File: src/rtl/srr_pkg.sv
`timescale 1ns / 1ps

package srr_pkg;

    // Fixed port field widths
    localparam int SEQ_W = 16;
    localparam int PAY_W = 64;

    // Parameter defaults
    localparam int DEF_WINDOW       = 8;
    localparam int DEF_SEQ_BITS     = 16;
    localparam int DEF_PAYLOAD_BITS = 64;

    // Result kinds
    localparam logic KIND_ACK     = 1'b0;
    localparam logic KIND_DELIVER = 1'b1;

    typedef struct packed {
        logic [SEQ_W-1:0] seq_num;
        logic             checksum_good;
        logic [PAY_W-1:0] payload_word;
    } t_req;

    typedef struct packed {
        logic             result_kind;
        logic [SEQ_W-1:0] ack_number;
        logic [PAY_W-1:0] delivered_payload;
        logic             last_result;
    } t_res;

    // Shared adder operations
    typedef enum logic [1:0] {
        OP_SUB_SEQ  = 2'd0,   // (a - b) mod 2^SEQ_BITS
        OP_ADD_SEQ  = 2'd1,   // (a + b) mod 2^SEQ_BITS
        OP_ADD_RING = 2'd2    // (a + b) mod WINDOW, both below WINDOW
    } t_alu_op;

    typedef enum logic [7:0] {
        S_IDLE   = 8'b0000_0001,
        S_AHEAD  = 8'b0000_0010,
        S_CLASS  = 8'b0000_0100,
        S_BEHIND = 8'b0000_1000,
        S_STORE  = 8'b0001_0000,
        S_RD     = 8'b0010_0000,
        S_DEL    = 8'b0100_0000,
        S_ADV    = 8'b1000_0000
    } t_state;

endpackage

File: src/rtl/selective_repeat_receiver.sv
`timescale 1ns / 1ps
// Selective-repeat receiver: one request at a time, one shared adder under a small sequencer.
// Corrupted request: taken and dropped, busy never rises. Good request: busy through AHEAD,
// CLASS and STORE (or BEHIND), any acknowledgement strobing in the cycle after that state; a
// base hit adds RD (a RAM read), then per delivery DEL and ADV step head and base by the adder.
// Results cannot be stalled. Synchronous active-low reset: base 0, head 0, no slot held.

module selective_repeat_receiver #(
    parameter int WINDOW       = srr_pkg::DEF_WINDOW,
    parameter int SEQ_BITS     = srr_pkg::DEF_SEQ_BITS,
    parameter int PAYLOAD_BITS = srr_pkg::DEF_PAYLOAD_BITS
) (
    input  logic          i_clk,
    input  logic          i_rst_n,
    input  logic          start,
    input  srr_pkg::t_req i_req,
    output logic          busy,
    output logic          o_res_strobe,
    output srr_pkg::t_res o_res
);

    // Slot index width and shared datapath width (wide enough for the sequence
    // space, for WINDOW itself and for a ring sum below 2*WINDOW).
    localparam int HW  = (WINDOW > 1) ? $clog2(WINDOW) : 1;
    localparam int WCW = $clog2(WINDOW + 1) + 1;
    localparam int DW  = (SEQ_BITS > WCW) ? SEQ_BITS : WCW;

    localparam logic [DW-1:0] WIN = DW'(WINDOW);
    localparam logic [DW-1:0] ONE = DW'(1);

    srr_pkg::t_state r_state, n_state;

    logic [SEQ_BITS-1:0]     r_base, n_base;
    logic [HW-1:0]           r_head, n_head;
    logic [WINDOW-1:0]       r_held, n_held;
    logic [SEQ_BITS-1:0]     r_seq, n_seq;
    logic [PAYLOAD_BITS-1:0] r_pay, n_pay;
    logic [DW-1:0]           r_diff, n_diff;   // ahead, later behind
    logic [HW-1:0]           r_slot, n_slot;
    logic                    r_more, n_more;   // another held slot follows
    logic                    r_strobe, n_strobe;
    srr_pkg::t_res           r_res, n_res;

    // Shared adder
    srr_pkg::t_alu_op alu_op;
    logic [DW-1:0]    alu_a, alu_b, alu_res;

    srr_alu #(
        .WINDOW   (WINDOW),
        .SEQ_BITS (SEQ_BITS),
        .DW       (DW)
    ) u_alu (
        .i_op  (alu_op),
        .i_a   (alu_a),
        .i_b   (alu_b),
        .o_res (alu_res)
    );

    // Payload store, one entry per window slot
    logic                    ram_we, ram_re;
    logic [PAYLOAD_BITS-1:0] ram_rdata;

    srr_ram #(
        .WIDTH (PAYLOAD_BITS),
        .DEPTH (WINDOW)
    ) u_ram (
        .i_clk   (i_clk),
        .i_we    (ram_we),
        .i_waddr (r_slot),
        .i_wdata (r_pay),
        .i_re    (ram_re),
        .i_raddr (r_head),
        .o_rdata (ram_rdata)
    );

    logic [HW-1:0] nxt_head;
    assign nxt_head = alu_res[HW-1:0];

    assign busy         = (r_state != srr_pkg::S_IDLE);
    assign o_res_strobe = r_strobe;
    assign o_res        = r_res;

    always_comb begin
        n_state  = r_state;
        n_base   = r_base;
        n_head   = r_head;
        n_held   = r_held;
        n_seq    = r_seq;
        n_pay    = r_pay;
        n_diff   = r_diff;
        n_slot   = r_slot;
        n_more   = r_more;
        n_strobe = 1'b0;
        n_res    = r_res;
        alu_op   = srr_pkg::OP_SUB_SEQ;
        alu_a    = DW'(r_seq);
        alu_b    = DW'(r_base);
        ram_we   = 1'b0;
        ram_re   = 1'b0;

        case (r_state)
            srr_pkg::S_IDLE: begin
                if (start) begin
                    n_seq = SEQ_BITS'(i_req.seq_num);
                    n_pay = PAYLOAD_BITS'(i_req.payload_word);
                    // corrupted requests vanish here
                    if (i_req.checksum_good) begin
                        n_state = srr_pkg::S_AHEAD;
                    end
                end
            end

            srr_pkg::S_AHEAD: begin
                // ahead = seq - base
                n_diff  = alu_res;
                n_state = srr_pkg::S_CLASS;
            end

            srr_pkg::S_CLASS: begin
                if (r_diff < WIN) begin
                    // in window: slot = (head + ahead) mod WINDOW
                    alu_op  = srr_pkg::OP_ADD_RING;
                    alu_a   = DW'(r_head);
                    alu_b   = r_diff;
                    n_slot  = alu_res[HW-1:0];
                    n_state = srr_pkg::S_STORE;
                end else begin
                    // behind = base - seq
                    alu_a   = DW'(r_base);
                    alu_b   = DW'(r_seq);
                    n_diff  = alu_res;
                    n_state = srr_pkg::S_BEHIND;
                end
            end

            srr_pkg::S_BEHIND: begin
                // previous window: re-acknowledge only
                if (r_diff >= ONE && r_diff <= WIN) begin
                    n_strobe                = 1'b1;
                    n_res.result_kind       = srr_pkg::KIND_ACK;
                    n_res.ack_number        = srr_pkg::SEQ_W'(r_seq);
                    n_res.delivered_payload = '0;
                    n_res.last_result       = 1'b1;
                end
                n_state = srr_pkg::S_IDLE;
            end

            srr_pkg::S_STORE: begin
                // duplicates keep the first payload
                if (!r_held[r_slot]) begin
                    ram_we         = 1'b1;
                    n_held[r_slot] = 1'b1;
                end
                n_strobe                = 1'b1;
                n_res.result_kind       = srr_pkg::KIND_ACK;
                n_res.ack_number        = srr_pkg::SEQ_W'(r_seq);
                n_res.delivered_payload = '0;
                // base hit: the slot just stored drains at once
                n_res.last_result       = (r_diff != '0);
                n_state = (r_diff == '0) ? srr_pkg::S_RD : srr_pkg::S_IDLE;
            end

            srr_pkg::S_RD: begin
                ram_re  = 1'b1;
                n_state = srr_pkg::S_DEL;
            end

            srr_pkg::S_DEL: begin
                alu_op         = srr_pkg::OP_ADD_RING;
                alu_a          = DW'(r_head);
                alu_b          = ONE;
                n_held[r_head] = 1'b0;
                n_head         = nxt_head;
                // stop at a gap; a one-slot ring wraps onto the slot being freed
                n_more         = r_held[nxt_head] && (nxt_head != r_head);
                n_strobe                = 1'b1;
                n_res.result_kind       = srr_pkg::KIND_DELIVER;
                n_res.ack_number        = '0;
                n_res.delivered_payload = srr_pkg::PAY_W'(ram_rdata);
                n_res.last_result       = !n_more;
                n_state = srr_pkg::S_ADV;
            end

            srr_pkg::S_ADV: begin
                alu_op  = srr_pkg::OP_ADD_SEQ;
                alu_a   = DW'(r_base);
                alu_b   = ONE;
                n_base  = alu_res[SEQ_BITS-1:0];
                ram_re  = r_more;
                n_state = r_more ? srr_pkg::S_DEL : srr_pkg::S_IDLE;
            end

            default: begin
                n_state = srr_pkg::S_IDLE;
            end
        endcase
    end

    always_ff @(posedge i_clk) begin
        if (!i_rst_n) begin
            r_state  <= srr_pkg::S_IDLE;
            r_base   <= '0;
            r_head   <= '0;
            r_held   <= '0;
            r_more   <= 1'b0;
            r_strobe <= 1'b0;
        end else begin
            r_state  <= n_state;
            r_base   <= n_base;
            r_head   <= n_head;
            r_held   <= n_held;
            r_more   <= n_more;
            r_strobe <= n_strobe;
        end
    end

    always_ff @(posedge i_clk) begin
        r_seq  <= n_seq;
        r_pay  <= n_pay;
        r_diff <= n_diff;
        r_slot <= n_slot;
        r_res  <= n_res;
    end

endmodule

File: src/rtl/srr_ram.sv
`timescale 1ns / 1ps

module srr_ram #(
    parameter int WIDTH = 64,
    parameter int DEPTH = 8,
    localparam int AW   = (DEPTH > 1) ? $clog2(DEPTH) : 1
) (
    input  logic             i_clk,
    input  logic             i_we,
    input  logic [AW-1:0]    i_waddr,
    input  logic [WIDTH-1:0] i_wdata,
    input  logic             i_re,
    input  logic [AW-1:0]    i_raddr,
    output logic [WIDTH-1:0] o_rdata
);

    logic [WIDTH-1:0] r_mem [DEPTH];
    logic [WIDTH-1:0] r_rdata;

    always_ff @(posedge i_clk) begin
        if (i_we) begin
            r_mem[i_waddr] <= i_wdata;
        end
        if (i_re) begin
            r_rdata <= r_mem[i_raddr];
        end
    end

    assign o_rdata = r_rdata;

endmodule

File: src/rtl/srr_alu.sv
`timescale 1ns / 1ps

module srr_alu #(
    parameter int WINDOW   = srr_pkg::DEF_WINDOW,
    parameter int SEQ_BITS = srr_pkg::DEF_SEQ_BITS,
    parameter int DW       = 17
) (
    input  srr_pkg::t_alu_op i_op,
    input  logic [DW-1:0]    i_a,
    input  logic [DW-1:0]    i_b,
    output logic [DW-1:0]    o_res
);

    localparam logic [DW-1:0] SEQ_MASK = DW'((65'(1) << SEQ_BITS) - 65'(1));
    localparam logic [DW-1:0] WIN      = DW'(WINDOW);

    logic [DW-1:0] sum;
    logic [DW-1:0] dif;

    assign sum = i_a + i_b;
    assign dif = i_a - i_b;

    always_comb begin
        case (i_op)
            srr_pkg::OP_SUB_SEQ:  o_res = dif & SEQ_MASK;
            srr_pkg::OP_ADD_SEQ:  o_res = sum & SEQ_MASK;
            srr_pkg::OP_ADD_RING: o_res = (sum >= WIN) ? (sum - WIN) : sum;
            default:              o_res = sum;
        endcase
    end

endmodule

File: config.mk
export PLATFORM = sky130hd
export DESIGN_NAME = selective_repeat_receiver
export DESIGN_NICKNAME = d
export VERILOG_FILES = /design/src/rtl/srr_pkg.sv /design/src/rtl/selective_repeat_receiver.sv /design/src/rtl/srr_ram.sv /design/src/rtl/srr_alu.sv
export SDC_FILE = /design/constraint.sdc
export NUM_CORES = 1
export LEC_CHECK = 0
export BUFFER_PORTS_ARGS = -buffer_cell sky130_fd_sc_hd__buf_2
export CAP_MARGIN = 20
export CORE_ASPECT_RATIO = 0.5
export CORE_UTILIZATION = 55
export CTS_CLUSTER_SIZE = 40
export DETAILED_ROUTE_END_ITERATION = 16
export PLACE_DENSITY = 0.77
export SLEW_MARGIN = 20
export SYNTH_ARGS = -nofsm -noshare
export SYNTH_HDL_FRONTEND = slang
export SYNTH_SLANG_ARGS = --single-unit
File: constraint.sdc
create_clock -name i_clk -period 5.75 [get_ports i_clk]
set_input_delay 0.2875 -clock i_clk [delete_from_list [all_inputs] [get_ports i_clk]]
set_output_delay 0.2875 -clock i_clk [all_outputs]
set_load 0.01 [all_outputs]
# Word-level counts from Yosys, hierarchy flattened
# Memory sizes are Yosys's and may differ from the RTL's. A register that Yosys moved wholly into a read port is not among the register bits.
# Index checks and enable logic that the tools add are counted.
# totals
reg_bits	218
mem_bits_rw	512
in_bits	84
output_inout_bits	84
elab_cells	100
n_memories	1
# mem_list
memory	words	word_bits	read_ports	rd_ports_with_merged_regs	wr	line_no	rtl
u_ram.r_mem	8	64	1	1	1	srr_ram.sv:17	logic [WIDTH-1:0] r_mem [DEPTH];
# classes
addsub	3
order_cmp	9
eq_ne	16
n_mux	35
n_bitwise	3
reduce_logical	19
# ops
cell	n
case mux 82 bit (3 select lines)	1
case mux 16 bit (2 select lines)	3
two-way mux 82 bit	1
two-way mux 16 bit	4
case mux 8 bit (7 select lines)	1
case mux 16 bit (3 select lines)	1
two-way mux 8 bit	3
adder 16 bit	1
>= comparator 16 x 1 -> 1 bit (second input constant)	1
>= comparator 16 x 4 -> 1 bit (second input constant)	1
<= comparator 16 x 4 -> 1 bit (second input constant)	1
zero test 16 bit	1
less-than comparator 16 x 4 -> 1 bit (second input constant)	1
case mux 8 bit (2 select lines)	1
nonzero test 16 bit	1
subtractor 16 bit	1
subtractor 16 x 4 -> 16 bit (second input constant)	1
less-than comparator 3 x 4 -> 1 bit (second input constant)	3
AND reduction 2 bit	6
!= test 2 bit (second input constant)	5
two-way mux 1 bit	9
AND 8 bit	1
equality test 8 x 1 -> 1 bit (second input constant)	1
equality test 8 x 2 -> 1 bit (second input constant)	1
26 further kinds	35

# Logic depth before layout (Yosys ltp)
# depth
depth_word	12
mapped_depth	20
depth_no_buf	19

# Hierarchy
# A second synthesis with hierarchy kept.
# unflattened
cells_unflattened	1697
hier_area_um2	31744.2
# modules_own_cells
module	n_inst	cells_per_inst	area_each_um2	seq_area_each_um2
srr_ram	1	816	21187.8	17296.6
selective_repeat_receiver	1	541	8239.2	6175.9
srr_alu	1	340	2317.2	0.0

# Worst setup path before layout
# Ideal clock, no wire load.
# synth_timing
kind	reg-to-reg
start	reg r_state[7]
end	mem u_ram.r_mem[4][0] (enable)
setup_ns	0.567
t_arrival_ns	5.758
required_ns	5.183
setup_slack_ns	-0.575
path_stages_with_launch	8
path_buffers	0
synth_period_minus_slack_ns	6.325
path_cell_list	dfxtp_1 nor2_1 nand2_1 nor3_1 and2_1 o21a_1 o2111ai_1 nor3_1
# synth_between
elab_chain_len	4
# synth_rtl
element	line_no	rtl
start, declared	selective_repeat_receiver.sv:31	srr_pkg::t_state r_state, n_state;
start signal, assigned	selective_repeat_receiver.sv:201	r_state <= srr_pkg::S_IDLE;
start signal, assigned	selective_repeat_receiver.sv:208	r_state <= n_state;
equality test 8 x 5 -> 1 bit	selective_repeat_receiver.sv:101	case (r_state)
two-way mux 1 bit	selective_repeat_receiver.sv:101	
two-way mux 1 bit	srr_ram.sv:21	if (i_we) begin
two-way mux 1 bit (implied by the code)	srr_ram.sv:22	r_mem[i_waddr] <= i_wdata;
end, declared	srr_ram.sv:17	
# No other way between the ends.

# Worst setup path in the final report
# layout_timing
start	reg r_state[0]
end	reg r_diff[10] (data pin)
# layout_between
elab_chain_len	9
elab_cells_between_ends	18
cone_classes	3 x add/sub; 1 x order compare; 5 x eq/ne; 7 x mux; 2 x reduce/logical
# layout_rtl
element	line_no	rtl
equality test 8 bit or equality test 8 x 7 -> 1 bit (tied branches)	selective_repeat_receiver.sv:101	
OR reduction 2 bit (no source line)	n/a	
case mux 16 bit (2 select lines)	selective_repeat_receiver.sv:101	
adder 16 bit	srr_alu.sv:20	assign sum = i_a + i_b;
subtractor 16 x 4 -> 16 bit or >= comparator 16 x 4 -> 1 bit (tied branches)	srr_alu.sv:27	srr_pkg::OP_ADD_RING: o_res = (sum >= WIN) ? (sum - WIN) : sum;
two-way mux 16 bit	srr_alu.sv:27	
case mux 16 bit (2 select lines) (*)	srr_alu.sv:24	case (i_op)
named net alu_res[10]	selective_repeat_receiver.sv:46	logic [DW-1:0] alu_a, alu_b, alu_res;
two-way mux 16 bit	selective_repeat_receiver.sv:120	if (r_diff < WIN) begin
case mux 16 bit (2 select lines) (*)	selective_repeat_receiver.sv:101	
end signal, assigned	selective_repeat_receiver.sv:220	r_diff <= n_diff;
end, declared	selective_repeat_receiver.sv:38	logic [DW-1:0] r_diff, n_diff;
# Mark *: on every way through the listed nets, which the timed path passes. The rest lies on a longest branch. The select of a mux whose other input is x is not followed.
# A chain may end at the register's enable or synchronous reset.

==> impl_results.md <==
* Run status: complete, no violations
* Data required time of the worst path at 6.07 ns
* Areal power density over the cells at 326 mW/mm²
* Starting utilization of the core area at 55.8%
* Syn avg cell area at 16.7 µm²
* Fillers at 3,514
* Worst hold margin at between 0.1 and 0.15 ns
* Clock period minus worst slack at 5.28 ns
* Source of the critical timing path: r_state[0]
* Maximum capacitance violations at 0
* Port Buffer Count at around 170
* H-tree level count at 3
* Total Negative Setup Slacks at 0 ns
* Ant diodes at 0
* Max Fanout on Critical Path at 9
* Antenna violations before repair at 0
* Count of mapped cells out of synthesis at 1,804
* Row count at 60
* Net count after synthesis at 1,921
* Initial DRC Count at 1,909
* Area of the die at 0.0556 mm²
* Worst slew margin relative to its limit at 24.1%
* Via count of the first global-routing pass at 17.4k
* # IOs at 168
* Final Hold Viols at 0
* Post-route clock period utilization at roughly nine tenths
* Hold path start: i_req[64]
* Worst hold-check path type: in -> reg
* Final-report setup violation count at 0
* DRT Pass-1 Iters at 5
* Crit. End Element: flop
* Area delta synth->final at 16.1%
* Total wirelength of the detailed-routed design at around 69 mm
* Static leakage power at 11.9 nW
* Pin count of the biggest net entering global routing at 81
* YS warnings at 0
* Routed Antenna Nets at 0
* Overflow after GRT at 0
* Category of the critical setup timing path: reg -> reg
* CTS root buffer: sky130_fd_sc_hd__clkbuf_16
* Wire length of the first global-routing pass at 103 mm
* VDD IR max at 257 µV
* Netlist cell types at 76
* Clock Path Buffers at 3
* Insertion delay of the later-clocked pin in the worst-skew pair at slightly above 0.6 ns
* Endpoint arrival time on the critical path at 5.61 ns
* Highest clock rate at 0.189 GHz
* EDFF count, synth at 757
* Slew @ Worst Pin at 1.13 ns
* Area of the core at 0.0538 mm²
* Global Route Usage Sum at approximately 24%
* Async S/R FF share, synth at 0%
* Clock transition at path regs at about 0.060 ns
* Mapped cell area at 0.0301 mm²
* Setup repair after global routing missed its margin: false
* Final worst clock skew at approximately 0.023 ns
* Overall die width at 333 µm
* Fin nets at approximately 2.2k
* Via count of the routed design at between 15k and 20k
* Post-DP HPWL at 35.9 mm
* Commonest register cell after synthesis: sky130_fd_sc_hd__edfxtp_1
* Register bit count reported by yosys at 794
* Number of clock sinks seen by CTS at 794
* Clock tree from TritonCTS: yes
* Sequential share of the synthesized area at between 70 and 80%
* TritonCTS Buffers at 67
* Fin. max-slew vios at 0
* Reg2Reg Launch Point: r_state[0]
* Routed WL per cell at 24.3 µm
* Share of layout cells above drive strength 1 at 16.0%
* Final weighted congestion of routability-driven global placement at 0.907
* Chip Height at between 150 and 200 µm
* Post-detailed-route DRC marker count at 0
* Vias/cell at 6.18
* Startpoint Class: flop
[layout by cell type (no fill, tap or decap), types with 69 or more instances in the layout]
cell                            instances
sky130_fd_sc_hd__edfxtp_1             757
sky130_fd_sc_hd__a22oi_1              258
sky130_fd_sc_hd__buf_2                167
sky130_fd_sc_hd__and2_1                91
sky130_fd_sc_hd__nand2_1               80
sky130_fd_sc_hd__dlygate4sd3_1         80
sky130_fd_sc_hd__nand4_1               69
sky130_fd_sc_hd__clkbuf_16             69
[critical path, cell delays in order, from the launching register on]
cell and delay (ns):
sky130_fd_sc_hd__dfxtp_1 0.35, sky130_fd_sc_hd__nor4_4 0.49, sky130_fd_sc_hd__nand4b_1 0.41, sky130_fd_sc_hd__or2_2 0.44, sky130_fd_sc_hd__nand2_1 0.30, sky130_fd_sc_hd__a22oi_1 0.15, sky130_fd_sc_hd__nand2_1 0.23, sky130_fd_sc_hd__ha_1 0.30
sky130_fd_sc_hd__a211oi_1 0.44, sky130_fd_sc_hd__o21bai_1 0.13, sky130_fd_sc_hd__a21oi_1 0.18, sky130_fd_sc_hd__xnor2_1 0.15, sky130_fd_sc_hd__nor2_1 0.30, sky130_fd_sc_hd__and4_1 0.38, sky130_fd_sc_hd__and4_4 0.29, sky130_fd_sc_hd__or2_1 0.30
sky130_fd_sc_hd__o221ai_1 0.18
[worst paths after layout]
kind	slack [ns]	cells past startpoint	endpoint
max	0.47	16	r_diff[10]
min	0.12	4	r_state[1]
max reg2reg	0.47	16	r_diff[10]
min reg2reg	0.49	2	r_base[6]
[kinds of logic (layout without fill, tap and decap cells)]
group | after synthesis | after routing | share of synthesized area, %
and+or+nand+nor | 374 | 374 | 6.97
muxes | 9 | 9 | 0.387
xor gates and xnor gates | 25 | 25 | 0.753
buffers and inverters | 136 | 444 | 1.72
DFF | 794 | 794 | 78.1
AOI/OAI and AO/OA | 433 | 433 | 10.7
adders and majority gates | 33 | 33 | 1.42
[power by group]
part | switching [mW] | internal [mW]
Sequential | 0.0872 | 6.42
Clock | 2.04 | 2.50
Combinational | 0.181 | 0.141
[synth_stat cells, types with 12 or more instances]
cell type | n | share of area, %
sky130_fd_sc_hd__nand4_1 | 69 | 1.4
sky130_fd_sc_hd__inv_1 | 37 | 0.46
sky130_fd_sc_hd__and2_1 | 91 | 1.9
sky130_fd_sc_hd__a21oi_1 | 37 | 0.62
sky130_fd_sc_hd__nor2_1 | 46 | 0.57
sky130_fd_sc_hd__a22oi_1 | 258 | 6.4
sky130_fd_sc_hd__a21boi_0 | 13 | 0.32
sky130_fd_sc_hd__edfxtp_1 | 757 | 76
sky130_fd_sc_hd__ha_1 | 31 | 1.3
sky130_fd_sc_hd__a22o_1 | 26 | 0.76
sky130_fd_sc_hd__nor3_1 | 17 | 0.28
sky130_fd_sc_hd__clkbuf_1 | 74 | 0.92
sky130_fd_sc_hd__xnor2_1 | 18 | 0.52
sky130_fd_sc_hd__dfxtp_1 | 37 | 2.5
sky130_fd_sc_hd__o21ai_0 | 21 | 0.35
sky130_fd_sc_hd__nor2b_1 | 12 | 0.25
sky130_fd_sc_hd__buf_1 | 19 | 0.24
sky130_fd_sc_hd__nand2_1 | 80 | 1.0
[routing by layer]
metal | GRT usage [%] | share of wire, % | up-vias
li1 | - | - | 7706
met1 | 32.4 | 39 | 8655
met3 | 4.03 | 8.1 | 148
met2 | 41.5 | 50 | 937
met4 | 8.13 | 2.8 | 0
met5 | 0 | 0 | -
[through the flow]
| step | instance area [µm²] | power [mW] | cells | setup slack [ns] | util (%) |
|---|---|---|---|---|---|
| floorplan | 30100 | 6.78 | 1804 | 0.785 | - |
| global placement | 31900 | 6.89 | 2622 | 0.739 | 59.2 |
| detailed placement | 31900 | 6.91 | 2622 | 0.541 | 59.2 |
| CTS | 34900 | 11.4 | 2824 | 0.501 | 64.7 |
| global route | 34900 | 11.7 | 2825 | 0.0747 | 64.8 |
| finish | 34900 | 11.4 | 2825 | 0.468 | 64.8 |
[cell type report]
cell class / instances / area [µm²] / area share (%)
clock buffer: 81 / 1770 / 5.08
clock inverter: 41 / 395 / 1.13
inverter: 39 / 146 / 0.420
multi-input combinational: 874 / 6210 / 17.8
sequential: 794 / 23500 / 67.3
tap: 713 / 892 / 2.56
timing repair buffer: 283 / 2000 / 5.74
[sequential cells by signal, indices dropped and copies added, names as in the netlist]
signal,cells
r_slot,3
r_head,3
r_seq,16
r_base,16
o_res_strobe,1
r_pay,64
u_ram.r_mem,512
u_ram.o_rdata,64
r_diff,16
r_more,1
r_held,8
r_state,8
o_res,82
[repair_timing]
item,4_1_cts,5_1_grt
hold buffers,80,0
endpoints found under the hold margin,80,0
setup buffers,0,0
endpoints found under the setup margin,0,3
gates resized for setup,0,1
Note: power is estimated with default switching activity, not from simulation.
